==> src/hw/rtl/assert_macros.svh <==
// ----------------------------------------------------------------------------
// assert_macros.svh
// Concurrent assertion shorthands, sampled on clk and disabled in reset.
// ----------------------------------------------------------------------------
`ifndef ASSERT_MACROS_SVH
`define ASSERT_MACROS_SVH

// same-cycle implication
`define CTI_ASSERT(label, ante, cons, msg) \
  label: assert property (@(posedge clk) disable iff (!rst_n) (ante) |-> (cons)) \
    else $error(msg);

// next-cycle implication
`define CTI_ASSERT_NEXT(label, ante, cons, msg) \
  label: assert property (@(posedge clk) disable iff (!rst_n) (ante) |=> (cons)) \
    else $error(msg);

`endif

==> src/hw/rtl/cti_pkg.sv <==
// ----------------------------------------------------------------------------
// cti_pkg
// Shared constants, types and the restoring divide step of the cipher unit.
// ----------------------------------------------------------------------------
`default_nettype none

package cti_pkg;

  localparam int TEXT_MAX_DEF = 64;
  localparam int KEY_MAX_DEF  = 24;

  localparam int BYTE_W     = 8;
  localparam int LEN_W      = 5;
  localparam int CFG_IDX_W  = 3;
  localparam int CFG_DATA_W = 64;

  localparam logic [BYTE_W-1:0] PAD_BYTE = 8'h78;

  localparam logic [CFG_IDX_W-1:0] REG_MODE    = 3'd0;
  localparam logic [CFG_IDX_W-1:0] REG_LEN     = 3'd1;
  localparam logic [CFG_IDX_W-1:0] REG_KEY_LO  = 3'd2;
  localparam logic [CFG_IDX_W-1:0] REG_KEY_MID = 3'd3;
  localparam logic [CFG_IDX_W-1:0] REG_KEY_HI  = 3'd4;

  typedef struct packed {
    logic             busy;
    logic             mode;
    logic [LEN_W-1:0] len;
  } key_stat_t;

  typedef struct packed {
    logic [LEN_W-1:0] rem;
    logic             q;
  } div_step_t;

  // one bit of a restoring division by a key length
  function automatic div_step_t div_step(input logic [LEN_W-1:0] rem,
                                         input logic             din,
                                         input logic [LEN_W-1:0] dvs);
    logic [LEN_W:0] t;
    div_step_t      r;
    t = {rem, din};
    if (t >= {1'b0, dvs}) begin
      r.rem = LEN_W'(t - {1'b0, dvs});
      r.q   = 1'b1;
    end else begin
      r.rem = t[LEN_W-1:0];
      r.q   = 1'b0;
    end
    return r;
  endfunction

endpackage

`default_nettype wire

==> src/hw/rtl/cti_ram.sv <==
// ----------------------------------------------------------------------------
// cti_ram
// Generic simple dual-port RAM, one write and one registered read port.
// ----------------------------------------------------------------------------
`default_nettype none

module cti_ram #(
  parameter int WIDTH = 8,
  parameter int DEPTH = 64,
  localparam int AW = (DEPTH > 1) ? $clog2(DEPTH) : 1
) (
  input  logic             clk,
  input  logic             we,
  input  logic [AW-1:0]    waddr,
  input  logic [WIDTH-1:0] wdata,
  input  logic             re,
  input  logic [AW-1:0]    raddr,
  output logic [WIDTH-1:0] rdata
);

  logic [WIDTH-1:0] mem_r [DEPTH];
  logic [WIDTH-1:0] rdata_r;

  always_ff @(posedge clk) begin
    if (we) begin
      mem_r[waddr] <= wdata;
    end
    if (re) begin
      rdata_r <= mem_r[raddr];
    end
  end

  assign rdata = rdata_r;

endmodule

`default_nettype wire

==> src/hw/rtl/cti_rank.sv <==
// ----------------------------------------------------------------------------
// cti_rank
// Key registers, column ranking one key position per cycle, capacity divide.
// ----------------------------------------------------------------------------
`default_nettype none

module cti_rank #(
  parameter int TEXT_MAX = cti_pkg::TEXT_MAX_DEF,
  parameter int KEY_MAX  = cti_pkg::KEY_MAX_DEF,
  localparam int KA_W = (KEY_MAX > 1) ? $clog2(KEY_MAX) : 1,
  localparam int CW   = $clog2(TEXT_MAX + 1)
) (
  input  logic                             clk,
  input  logic                             rst_n,
  input  logic                             cfg_valid,
  output logic                             cfg_ready,
  input  logic [cti_pkg::CFG_IDX_W-1:0]    cfg_index,
  input  logic [cti_pkg::CFG_DATA_W-1:0]   cfg_data,
  output cti_pkg::key_stat_t               kstat,
  output logic [CW-1:0]                    cap,
  output logic                             map_we,
  output logic [KA_W-1:0]                  map_waddr,
  output logic [cti_pkg::LEN_W-1:0]        map_wdata
);

  import cti_pkg::*;

  localparam int CBW = $clog2(CW);
  localparam logic [CW-1:0] TM = CW'(TEXT_MAX);

  typedef enum logic [1:0] {R_RANK, R_CAP, R_IDLE} rstate_t;

  rstate_t                 state_r;
  logic [KA_W-1:0]         i_r;
  logic [CBW-1:0]          bc_r;
  logic [LEN_W-1:0]        rem_r;
  logic [CW-1:0]           cap_r;
  logic                    mode_r;
  logic [LEN_W-1:0]        klen_r;
  logic [CFG_DATA_W-1:0]   key_lo_r;
  logic [CFG_DATA_W-1:0]   key_mid_r;
  logic [CFG_DATA_W-1:0]   key_hi_r;

  logic [3*CFG_DATA_W-1:0] key_flat;
  logic [BYTE_W-1:0]       key_b [KEY_MAX];
  logic [BYTE_W-1:0]       ki;
  logic [KEY_MAX-1:0]      lt;
  logic [LEN_W-1:0]        col;
  logic [LEN_W-1:0]        len;
  logic                    cfg_hit;
  div_step_t               st;

  assign key_flat = {key_hi_r, key_mid_r, key_lo_r};

  always_comb begin
    if (klen_r == '0) begin
      len = LEN_W'(1);
    end else if (klen_r > LEN_W'(KEY_MAX)) begin
      len = LEN_W'(KEY_MAX);
    end else begin
      len = klen_r;
    end
  end

  always_comb begin
    for (int j = 0; j < KEY_MAX; j++) begin
      key_b[j] = key_flat[j*BYTE_W +: BYTE_W];
    end
  end

  assign ki = key_b[i_r];

  always_comb begin
    for (int j = 0; j < KEY_MAX; j++) begin
      lt[j] = (LEN_W'(j) < len) &&
              ((key_b[j] < ki) || ((key_b[j] == ki) && (KA_W'(j) < i_r)));
    end
  end

  assign col = LEN_W'($countones(lt));
  assign st  = div_step(rem_r, TM[bc_r], len);

  assign cfg_ready = (state_r == R_IDLE);
  assign cfg_hit   = cfg_valid && cfg_ready && (cfg_index <= REG_KEY_HI);

  always_ff @(posedge clk) begin
    if (!rst_n) begin
      state_r   <= R_RANK;
      i_r       <= '0;
      bc_r      <= '0;
      rem_r     <= '0;
      cap_r     <= '0;
      mode_r    <= 1'b0;
      klen_r    <= LEN_W'(1);
      key_lo_r  <= '0;
      key_mid_r <= '0;
      key_hi_r  <= '0;
    end else begin
      unique case (state_r)
        R_RANK: begin
          if (LEN_W'(i_r) == len - LEN_W'(1)) begin
            state_r <= R_CAP;
            i_r     <= '0;
            bc_r    <= CBW'(CW - 1);
            rem_r   <= '0;
          end else begin
            i_r <= i_r + KA_W'(1);
          end
        end
        R_CAP: begin
          rem_r <= st.rem;
          if (bc_r == '0) begin
            cap_r   <= TM - CW'(st.rem);
            state_r <= R_IDLE;
          end else begin
            bc_r <= bc_r - CBW'(1);
          end
        end
        R_IDLE: begin
          if (cfg_valid) begin
            unique case (cfg_index)
              REG_MODE:    mode_r    <= cfg_data[0];
              REG_LEN:     klen_r    <= cfg_data[LEN_W-1:0];
              REG_KEY_LO:  key_lo_r  <= cfg_data;
              REG_KEY_MID: key_mid_r <= cfg_data;
              REG_KEY_HI:  key_hi_r  <= cfg_data;
              default: ;
            endcase
          end
          if (cfg_hit) begin
            state_r <= R_RANK;
            i_r     <= '0;
          end
        end
        default: state_r <= R_IDLE;
      endcase
    end
  end

  // encrypt: map[position] = column; decrypt: map[column] = position
  assign map_we    = (state_r == R_RANK);
  assign map_waddr = mode_r ? KA_W'(col) : i_r;
  assign map_wdata = mode_r ? LEN_W'(i_r) : col;

  assign kstat.busy = (state_r != R_IDLE);
  assign kstat.mode = mode_r;
  assign kstat.len  = len;
  assign cap        = cap_r;

`include "assert_macros.svh"

  `CTI_ASSERT_NEXT(a_cfg_restarts_rank, cfg_hit, kstat.busy, "config write did not restart ranking")
  `CTI_ASSERT(a_rank_index_in_key, state_r == R_RANK, LEN_W'(i_r) < len, "rank index beyond key")

endmodule

`default_nettype wire

==> src/hw/rtl/cti_ctrl.sv <==
// ----------------------------------------------------------------------------
// cti_ctrl
// Message buffer load, row count divide and permuted read-out pipeline.
// ----------------------------------------------------------------------------
`default_nettype none

module cti_ctrl #(
  parameter int TEXT_MAX = cti_pkg::TEXT_MAX_DEF,
  parameter int KEY_MAX  = cti_pkg::KEY_MAX_DEF,
  localparam int KA_W = (KEY_MAX > 1) ? $clog2(KEY_MAX) : 1,
  localparam int CW   = $clog2(TEXT_MAX + 1)
) (
  input  logic                          clk,
  input  logic                          rst_n,
  input  logic                          in_tvalid,
  output logic                          in_tready,
  input  logic [cti_pkg::BYTE_W-1:0]    in_byte,
  input  logic                          in_last,
  output logic                          out_tvalid,
  input  logic                          out_tready,
  output logic [cti_pkg::BYTE_W-1:0]    out_byte,
  output logic                          out_last,
  output logic                          out_ovf,
  input  cti_pkg::key_stat_t            kstat,
  input  logic [CW-1:0]                 cap,
  output logic                          map_re,
  output logic [KA_W-1:0]               map_raddr,
  input  logic [cti_pkg::LEN_W-1:0]     map_rdata
);

  import cti_pkg::*;

  localparam int AW = (TEXT_MAX > 1) ? $clog2(TEXT_MAX) : 1;
  localparam int DW = $clog2(TEXT_MAX + KEY_MAX);
  localparam int BW = $clog2(DW);
  localparam int PW = CW + LEN_W;

  typedef enum logic [1:0] {C_LOAD, C_DIV, C_EMIT, C_DRAIN} cstate_t;

  cstate_t           state_r;
  logic [CW-1:0]     cnt_r;
  logic              drop_r;
  logic [CW-1:0]     n_r;
  logic              ovf_r;
  logic              mode_r;
  logic [LEN_W-1:0]  len_r;
  logic [DW-1:0]     d_r;
  logic [LEN_W-1:0]  rem_r;
  logic [DW-1:0]     q_r;
  logic [BW-1:0]     bc_r;
  logic [CW-1:0]     rows_r;
  logic [CW-1:0]     klim_r;
  logic [CW-1:0]     olim_r;
  logic [CW-1:0]     k_r;
  logic [CW-1:0]     o_r;
  logic              v1_r;
  logic [CW-1:0]     k1_r;
  logic [CW-1:0]     o1_r;
  logic              last1_r;
  logic              v2_r;
  logic [AW-1:0]     src2_r;
  logic              pad2_r;
  logic              last2_r;
  logic              v3_r;
  logic              pad3_r;
  logic              last3_r;
  logic              out_valid_r;
  logic [BYTE_W-1:0] out_byte_r;
  logic              out_last_r;
  logic              out_ovf_r;

  logic              in_acc;
  logic              store;
  logic [CW-1:0]     cnt_inc;
  logic [CW-1:0]     n_last;
  logic              drop_last;
  logic              adv;
  div_step_t         st;
  logic [DW-1:0]     q_nxt;
  logic [CW-1:0]     rows_nxt;
  logic              emit_last;
  logic [PW-1:0]     prod;
  logic [PW-1:0]     sum;
  logic              pad1;
  logic [BYTE_W-1:0] text_rdata;

  assign in_tready = (state_r == C_LOAD) && !kstat.busy;
  assign in_acc    = in_tvalid && in_tready;
  assign store     = (cnt_r < cap);
  assign cnt_inc   = cnt_r + CW'(store);
  assign n_last    = (cnt_inc > cap) ? cap : cnt_inc;
  assign drop_last = drop_r || !store || (cnt_inc > cap);

  assign adv = !out_valid_r || out_tready;

  assign st       = div_step(rem_r, d_r[bc_r], len_r);
  assign q_nxt    = {q_r[DW-2:0], st.q};
  assign rows_nxt = CW'(q_nxt);

  assign emit_last = (k_r == klim_r - CW'(1)) && (o_r == olim_r - CW'(1));

  assign map_re    = adv;
  assign map_raddr = mode_r ? KA_W'(k_r) : KA_W'(o_r);

  // encrypt: row * len + column; decrypt: position * rows + row
  assign prod = mode_r ? PW'(rows_r) * PW'(map_rdata) : PW'(k1_r) * PW'(len_r);
  assign sum  = prod + (mode_r ? PW'(o1_r) : PW'(map_rdata));
  assign pad1 = (sum >= PW'(n_r));

  cti_ram #(
    .WIDTH (BYTE_W),
    .DEPTH (TEXT_MAX)
  ) u_text_ram (
    .clk   (clk),
    .we    (in_acc && store),
    .waddr (AW'(cnt_r)),
    .wdata (in_byte),
    .re    (adv),
    .raddr (src2_r),
    .rdata (text_rdata)
  );

  always_ff @(posedge clk) begin
    if (!rst_n) begin
      state_r     <= C_LOAD;
      cnt_r       <= '0;
      drop_r      <= 1'b0;
      v1_r        <= 1'b0;
      v2_r        <= 1'b0;
      v3_r        <= 1'b0;
      out_valid_r <= 1'b0;
    end else begin
      unique case (state_r)
        C_LOAD: begin
          if (in_acc) begin
            if (in_last) begin
              cnt_r  <= '0;
              drop_r <= 1'b0;
              if (n_last != '0) begin
                state_r <= C_DIV;
                n_r     <= n_last;
                ovf_r   <= drop_last;
                mode_r  <= kstat.mode;
                len_r   <= kstat.len;
                d_r     <= DW'(n_last) + DW'(kstat.len) - DW'(1);
                rem_r   <= '0;
                q_r     <= '0;
                bc_r    <= BW'(DW - 1);
              end
            end else begin
              cnt_r  <= cnt_inc;
              drop_r <= drop_r || !store;
            end
          end
        end
        C_DIV: begin
          rem_r <= st.rem;
          q_r   <= q_nxt;
          if (bc_r == '0) begin
            rows_r  <= rows_nxt;
            klim_r  <= mode_r ? CW'(len_r) : rows_nxt;
            olim_r  <= mode_r ? rows_nxt : CW'(len_r);
            k_r     <= '0;
            o_r     <= '0;
            state_r <= C_EMIT;
          end else begin
            bc_r <= bc_r - BW'(1);
          end
        end
        C_EMIT: begin
          if (adv) begin
            if (k_r == klim_r - CW'(1)) begin
              k_r <= '0;
              o_r <= o_r + CW'(1);
            end else begin
              k_r <= k_r + CW'(1);
            end
            if (emit_last) begin
              state_r <= C_DRAIN;
            end
          end
        end
        C_DRAIN: begin
          if (!v1_r && !v2_r && !v3_r) begin
            state_r <= C_LOAD;
          end
        end
        default: state_r <= C_LOAD;
      endcase

      if (adv) begin
        v1_r        <= (state_r == C_EMIT);
        k1_r        <= k_r;
        o1_r        <= o_r;
        last1_r     <= emit_last;
        v2_r        <= v1_r;
        src2_r      <= AW'(sum);
        pad2_r      <= pad1;
        last2_r     <= last1_r;
        v3_r        <= v2_r;
        pad3_r      <= pad2_r;
        last3_r     <= last2_r;
        out_valid_r <= v3_r;
        out_byte_r  <= pad3_r ? PAD_BYTE : text_rdata;
        out_last_r  <= last3_r;
        out_ovf_r   <= ovf_r;
      end
    end
  end

  assign out_tvalid = out_valid_r;
  assign out_byte   = out_byte_r;
  assign out_last   = out_last_r;
  assign out_ovf    = out_ovf_r;

`include "assert_macros.svh"

  `CTI_ASSERT(a_load_pipe_empty, state_r == C_LOAD, !v1_r && !v2_r && !v3_r, "buffer reload with reads in flight")
  `CTI_ASSERT(a_emit_counters_bound, state_r == C_EMIT, (k_r < klim_r) && (o_r < olim_r), "read-out counters out of range")

endmodule

`default_nettype wire

==> src/hw/rtl/columnar_transposition_cipher_unit.sv <==
// Input bytes are taken one per cycle while the unit is loading and no key
// ranking is busy. After the last byte a row divide runs, then results pass
// through the map RAM, address multiply, text RAM and output register; one byte per cycle while the receiver is ready.
// A config write starts key ranking and the capacity divide.
// Reset: synchronous, active low; the reset key is ranked before
// the first transaction is taken.
// ----------------------------------------------------------------------------
// columnar_transposition_cipher_unit
// Keyword columnar transposition, encrypt or decrypt, one message at a time.
// ----------------------------------------------------------------------------
`default_nettype none

module columnar_transposition_cipher_unit #(
  parameter int TEXT_MAX = cti_pkg::TEXT_MAX_DEF,
  parameter int KEY_MAX  = cti_pkg::KEY_MAX_DEF
) (
  input  logic                           clk,
  input  logic                           rst_n,
  input  logic                           in_tvalid,
  output logic                           in_tready,
  input  logic [7:0]                     in_tdata,   // [7:0] in_byte
  input  logic                           in_tlast,
  output logic                           out_tvalid,
  input  logic                           out_tready,
  output logic [7:0]                     out_tdata,  // [7:0] out_byte
  output logic                           out_tlast,
  output logic                           out_tuser,  // [0] overflow
  input  logic                           cfg_valid,
  output logic                           cfg_ready,
  input  logic [cti_pkg::CFG_IDX_W-1:0]  cfg_index,
  input  logic [cti_pkg::CFG_DATA_W-1:0] cfg_data
);

  import cti_pkg::*;

  localparam int KA_W = (KEY_MAX > 1) ? $clog2(KEY_MAX) : 1;
  localparam int CW   = $clog2(TEXT_MAX + 1);

  key_stat_t         kstat;
  logic [CW-1:0]     cap;
  logic              map_we;
  logic [KA_W-1:0]   map_waddr;
  logic [LEN_W-1:0]  map_wdata;
  logic              map_re;
  logic [KA_W-1:0]   map_raddr;
  logic [LEN_W-1:0]  map_rdata;

  cti_rank #(
    .TEXT_MAX (TEXT_MAX),
    .KEY_MAX  (KEY_MAX)
  ) u_rank (
    .clk       (clk),
    .rst_n     (rst_n),
    .cfg_valid (cfg_valid),
    .cfg_ready (cfg_ready),
    .cfg_index (cfg_index),
    .cfg_data  (cfg_data),
    .kstat     (kstat),
    .cap       (cap),
    .map_we    (map_we),
    .map_waddr (map_waddr),
    .map_wdata (map_wdata)
  );

  cti_ram #(
    .WIDTH (LEN_W),
    .DEPTH (KEY_MAX)
  ) u_map_ram (
    .clk   (clk),
    .we    (map_we),
    .waddr (map_waddr),
    .wdata (map_wdata),
    .re    (map_re),
    .raddr (map_raddr),
    .rdata (map_rdata)
  );

  cti_ctrl #(
    .TEXT_MAX (TEXT_MAX),
    .KEY_MAX  (KEY_MAX)
  ) u_ctrl (
    .clk        (clk),
    .rst_n      (rst_n),
    .in_tvalid  (in_tvalid),
    .in_tready  (in_tready),
    .in_byte    (in_tdata),
    .in_last    (in_tlast),
    .out_tvalid (out_tvalid),
    .out_tready (out_tready),
    .out_byte   (out_tdata),
    .out_last   (out_tlast),
    .out_ovf    (out_tuser),
    .kstat      (kstat),
    .cap        (cap),
    .map_re     (map_re),
    .map_raddr  (map_raddr),
    .map_rdata  (map_rdata)
  );

endmodule

`default_nettype wire

==> config.mk <==
export PLATFORM = sky130hd
export DESIGN_NAME = columnar_transposition_cipher_unit
export DESIGN_NICKNAME = d
export VERILOG_FILES = /design/src/hw/rtl/cti_pkg.sv /design/src/hw/rtl/cti_ram.sv /design/src/hw/rtl/cti_rank.sv /design/src/hw/rtl/cti_ctrl.sv /design/src/hw/rtl/columnar_transposition_cipher_unit.sv
export VERILOG_INCLUDE_DIRS = /design/src /design/src/hw/rtl
export SDC_FILE = /design/constraint.sdc
export NUM_CORES = 2
export LEC_CHECK = 0
export BUFFER_PORTS_ARGS = -buffer_cell sky130_fd_sc_hd__buf_2
export CAP_MARGIN = 15
export CORE_MARGIN = 2
export CORE_UTILIZATION = 40
export DETAILED_ROUTE_END_ITERATION = 8
export MAX_ROUTING_LAYER = met4
export SYNTH_ARGS = -nofsm -noshare
export SYNTH_HDL_FRONTEND = slang
export SYNTH_HIERARCHICAL = 1
export SYNTH_SLANG_ARGS = --single-unit
==> constraint.sdc <==
create_clock -name clk -period 11.2 [get_ports clk]
set_clock_uncertainty 0.05 [all_clocks]
set_input_delay 0.56 -clock clk [delete_from_list [all_inputs] [get_ports clk]]
set_output_delay 0.56 -clock clk [all_outputs]
set_load 0.01 [all_outputs]
Word level (Yosys, flattened, before mapping)
Memory sizes are Yosys's and may differ from the RTL's. A register that Yosys moved wholly into a read port is not among the register bits.
Index checks and enable logic that the tools add are counted.

operators by class
  add/sub/neg operators = 38
  equal/unequal tests = 50
  multiply operators = 2
  muxes and demuxes = 66
  bitwise operators = 1
  magnitude comparators = 82
  reduce and logical (&&, ||, !) cells = 119

operators by type and width
  kind                                                number
  equality test 8 bit                                 24
  < comparator 8 bit                                  24
  < comparator 4 x 5 -> 1 bit (first input constant)  16
  < comparator 5 bit (first input constant)           16
  2-to-1 mux 5 bit                                    13
  logical AND 1 bit                                   56
  2-to-1 mux 7 bit                                    8
  adder 5 bit                                         11
  binary-select mux 8 bit (select 5 bit)              1
  < comparator 3 x 5 -> 1 bit (first input constant)  8
  2-to-1 mux 6 bit                                    5
  case mux 5 bit (2 select lines)                     3
  case mux 7 bit (2 select lines)                     2
  logical OR 1 bit                                    27
  adder 1 x 1 -> 2 bit                                12
  multiplier 7 x 5 -> 12 bit                          2
  2-to-1 mux 3 bit                                    8
  AND reduction 3 bit                                 8
  subtractor 7 x 1 -> 7 bit (second input constant)   3
  < comparator 1 x 5 -> 1 bit (first input constant)  4
  < comparator 2 x 5 -> 1 bit (first input constant)  4
  2-to-1 mux 2 bit                                    10
  2-to-1 mux 8 bit                                    2
  AND reduction 5 bit                                 3
  44 further kinds                                    88

storage, ports and cells
  memory bits (read-only) = 8
  input port bits = 81
  bits in writable memories = 632
  register bits after elaboration = 339
  word-level logic and storage cells = 404
  memories kept = 3
  output and inout bits = 13

memories
  memory                   words  width  read ports  clocked after Yosys merged registers in  write ports  line            source
  u_ctrl.u_text_ram.mem_r  64     8      1           1                                        1            cti_ram.sv:21   logic [WIDTH-1:0] mem_r [DEPTH];
  u_map_ram.mem_r          24     5      1           1                                        1            cti_ram.sv:21
  (name not given)         8      1      1           1                                        0            cti_rank.sv:81  assign st = div_step(rem_r, TM[bc_r], len);

Depth between registers and ports, before layout
  depth in word-level cells = 14
  gate-level depth with buffers = 31
  gate-level depth less buffers = 31

Modules after synthesis
The synthesis kept the hierarchy.

modules (own cells, without submodules)
  module                       area an instance (µm²)  sequential area each (µm²)  cells an instance  instances
  cti_ram (u_ctrl.u_text_ram)  20245.7                 15615.0                     933                1
  cti_rank                     15690.0                 4424.2                      1817               1
  cti_ctrl                     8857.2                  3433.3                      846                1
  cti_ram (u_map_ram)          4951.0                  3753.6                      284                1

Worst setup path after synthesis
Ideal clock, no wire load.

  path type = register to register
  start = register u_rank.i_r[0]
  end = memory u_map_ram/mem_r[4][0] (netlist bit) (enable)
  path buffers = 2
  setup slack = 2.336 ns
  period minus slack after synthesis = 8.864 ns
  required time = 10.811 ns
  arrival time = 8.474 ns
  library setup time = 0.339 ns
  cell stages (with the launch flop) = 26
  cell sequence = dfxtp_1 buf_4 buf_6 mux4_2 mux4_2 a21oi_1 ha_1 nor2b_1 o21a_1 o21a_1 o211ai_1 a21boi_0 o31a_1 fa_1 fa_1 fa_1 fa_1 inv_1 fa_1 ha_1 inv_1 fa_1 xor2_1 mux2i_1 or3b_2 nor2_1

on the way
  longest elaborated chain between the ends = 14

ends and longest elaborated chain
  item                                                         line                                      source
  from (decl)                                                  cti_rank.sv:34                            logic [KA_W-1:0] i_r;
  from (signal assigned)                                       cti_rank.sv:107                           i_r <= i_r + KA_W'(1);
  branches (longest 12 deep; another with < comparator 8 bit)  --
  adder 5 bit (implied by the code) *                          cti_rank.sv:80                            assign col = LEN_W'($countones(lt));
  2-to-1 mux 5 bit *                                           cti_rank.sv:142                           assign map_waddr = mode_r ? KA_W'(col) : i_r;
  named net map_waddr[2]                                       columnar_transposition_cipher_unit.sv:42  logic [KA_W-1:0] map_waddr;
  to (decl)                                                    cti_ram.sv:21

Mark *: on every way through the listed nets, which the timed path passes. The select of a mux whose other input is x is not followed.

Worst setup path in the final report
  start = register u_rank.i_r[0]
  end = memory u_map_ram/mem_r[6][1] (netlist bit) (enable)

The elaborated chain is that of the path after synthesis.

==> results.md <==
- Ys flop type: edfxtp_1
- Placed insts: 5481
- WL per Instance: 23.7 um
- Slew headroom: 0.263
- CTS tree: done
- FFs w/ async S/R, synth: 0
- Crit path time final: 9520 ps
- PortBufs: 93
- H-Tree Level Count: 3
- Clk buf depth: 3
- Overflow after GRT: 0
- First-pass GRT wire length: 202 mm
- Die Span Y: 357 um
- Area Overhead vs Synth: 10.7%
- Synthesized flop and latch total: 985
- PD cells: 160 nW/um2
- Syn_area_per_cell: 12.8 um2
- GRT Total Usage: 0.217
- # clock sinks: 985
- Fin Hold WS: 85.3 ps
- Post-synthesis net count: 4315
- Netlist cell types: 98
- Crit-path most repeated cell: fa_1
- DR top layer: met4
- CP Launch Type: register
- WHS Path Cells: 3
- CP max FO: 24
- Top-area cell type share of the netlist area: 0.453
- Gate Count Post-Synth: 3880
- Vias in the first global route: 30998
- Peak VDD IR: 135 uV
- Antenna-violating nets left: 0
- Core area: 123000 um2
- Pre-antenna DRT Iters: 5
- Met3 WL: 7.07 mm
- Critical Path Stages: 26
- Max cap viols: 0
- Count of warnings emitted by yosys: 6
- Share of cells above drive strength 1: 0.139
- Leakage: 19.2 nW
- Cell accounting for the most synthesized area: edfxtp_1
- Worst Setup End Kind: register
- Required @ worst endpoint: 11510 ps
- CP max-delay cell: a22oi_2
- Via/cell ratio: 5.54
- RSZ-0062 raised after global routing: no
- Max stage delay on crit path: 750 ps
- Clock Latency Late Sink: 710 ps
- Routed wl met2: 63.4 mm
- Most frequent cells in the layout: edfxtp_1 (750), nand2_1 (557), ha_1 (303)
- Antenna violations before repair: 4
- Worst hold path type: in2reg
- Worst Path Class, Setup: reg2reg
- Worst-Margin Slew: 1110 ps
- Row cnt: 129
- Hold-fix buffers, CTS: 0
- Residual DRC: 0
- Starting density of the core: 0.403
- CP delay by family, top: adder cells
- DIE WIDTH: 357 um
- Post CTS Setup Buffer Count: 0
- Part of the Yosys area used for sequential elements: 0.547
- Met1 WL: 58.5 mm
- CTS root buffer: clkbuf_16
- Number of I/O pins: 94
- Data arrival, critical path: 9830 ps
- Highest clock rate: 105 MHz
- Final Cycle Share: 0.850
- Total die area: 127000 um2
- Via count: 31437
- Largest net degree at the start of global routing: 111
- CTS Buf Count: 102
- CTS resizes: 0
- Synth area leaders: edfxtp_1 (45%), dfxtp_1 (9.5%), mux4_2 (8.5%)
- Buffers & Inverters on Critical Path: 6
- Final core utilization: 0.446
- Final std cells w/o fill: 5674
- Hold Fails Final Rpt: 0
- Number of synthesized flops with an enable pin: 750
- Clock transition at path regs: 60 ps
- Fin. max-slew vios: 0
- Final net count: 4385
- Status: finished clean
- Starting DRT DRC Count: 2747
- Worst Reg-to-Reg Cells: 26
- Most common cell after layout, fill and taps aside: edfxtp_1
- Routability congestion estimate: 0.937
- Mapped Area: 49700 um2
- Post-DP HPWL: 93.5 mm
- Finish-stage setup viols: 0
- Setup TNS: 0 ps
- Fillers: 11172
- Routed WL: 134 mm
-- cells in the mapped netlist (33+ instances only) --
| library cell | count |
|---|---|
| o21ai_0 | 87 |
| inv_1 | 163 |
| edfxtp_1 | 750 |
| a21o_1 | 49 |
| dfxtp_1 | 235 |
| clkbuf_1 | 97 |
| nor2_1 | 171 |
| mux2_2 | 33 |
| buf_2 | 43 |
| mux4_2 | 187 |
| nand2_1 | 557 |
| nor3_1 | 38 |
| a21oi_1 | 103 |
| nand3_1 | 69 |
| xnor2_1 | 36 |
| nand4_1 | 50 |
| mux2i_1 | 98 |
| and2_1 | 62 |
| a21boi_0 | 186 |
| nor2b_1 | 73 |
| nand2b_1 | 33 |
| ha_1 | 303 |
| o21a_1 | 34 |
| fa_1 | 51 |
-- sequential cells by signal (all words and copies together), names as in the netlist, 7 cells and up, named ones only --
register,count
u_ctrl/rows_r,7
u_rank/key_lo_r,64
u_ctrl/k_r,7
u_map_ram/mem_r,120
u_ctrl/o_r,7
u_rank/key_mid_r,64
u_ctrl/o1_r,7
u_ctrl/u_text_ram/rdata,8
u_ctrl/out_byte,8
u_ctrl/n_r,7
u_ctrl/u_text_ram/mem_r,512
u_rank/key_hi_r,64
u_rank/cap,7
u_ctrl/cnt_r,7
u_ctrl/olim_r,7
u_ctrl/d_r,7
u_ctrl/k1_r,7
u_ctrl/klim_r,7
-- worst min-delay path, delay by kind of cell --
kind | cells | cell delay, ps
AOI/OAI and AO/OA | 1 | 50
buffers and inverters | 1 | 110
and+or+nand+nor | 1 | 50
-- final cells by class --
cell class,count,area (um2),share of cell area
Timing Repair Buffer,146,907,0.0165
Sequential cell,985,27200,0.495
Inverter,167,627,0.0114
Multi-Input combinational cell,2548,21000,0.382
Clock buffer,146,2850,0.0517
Clock inverter,41,377,0.00684
Tap cell,1637,2050,0.0372
Antenna cell,4,10.0,0.000182
-- routing by layer --
layer	track usage	vias to the layer above
met5	-	-
met4	0.0803	0
met3	0.0295	246
met2	0.343	945
met1	0.285	15629
li1	-	14617
-- logic make-up (layout without fill, tap and decap cells) --
logic type	count (synthesis)	count (layout)	share of synthesized area
xor+xnor	63	63	0.0111
buf+inv	347	500	0.0315
compound gates	674	674	0.0949
fa+ha+maj	354	354	0.0967
mux	320	320	0.113
simple gates	1137	1137	0.106
other cells	0	4	0
flops	985	985	0.547
-- report_power, final --
group,switching (mW),internal (mW),total (mW)
registers,0.0730,4.03,4.10
logic,0.854,0.610,1.46
clock network,1.43,1.81,3.24
total,2.36,6.44,8.80
-- per-stage QoR --
stage / worst slack [ps] / cell area, um2 / total power [mW]
2_1_floorplan: 2340 / 49700 / 5.22
3_3_place_gp: 1690 / 51800 / 5.63
3_5_place_dp: 1600 / 51800 / 5.64
4_1_cts: 1650 / 55000 / 8.88
5_1_grt: 1330 / 55100 / 9.19
6_report: 1680 / 55100 / 8.80
-- worst paths after layout --
kind / start / endpoint / slack, ps
setup reg to reg: u_rank/i_r[0] / u_map_ram/mem_r[6][1] / 1680
setup / recovery: u_rank/i_r[0] / u_map_ram/mem_r[6][1] / 1680
hold reg to reg: u_ctrl/last3_r / u_ctrl/out_last / 370
hold / removal: cfg_data[35] / u_rank/key_mid_r[35] / 90
Note: power is estimated with default switching activity, not from simulation.
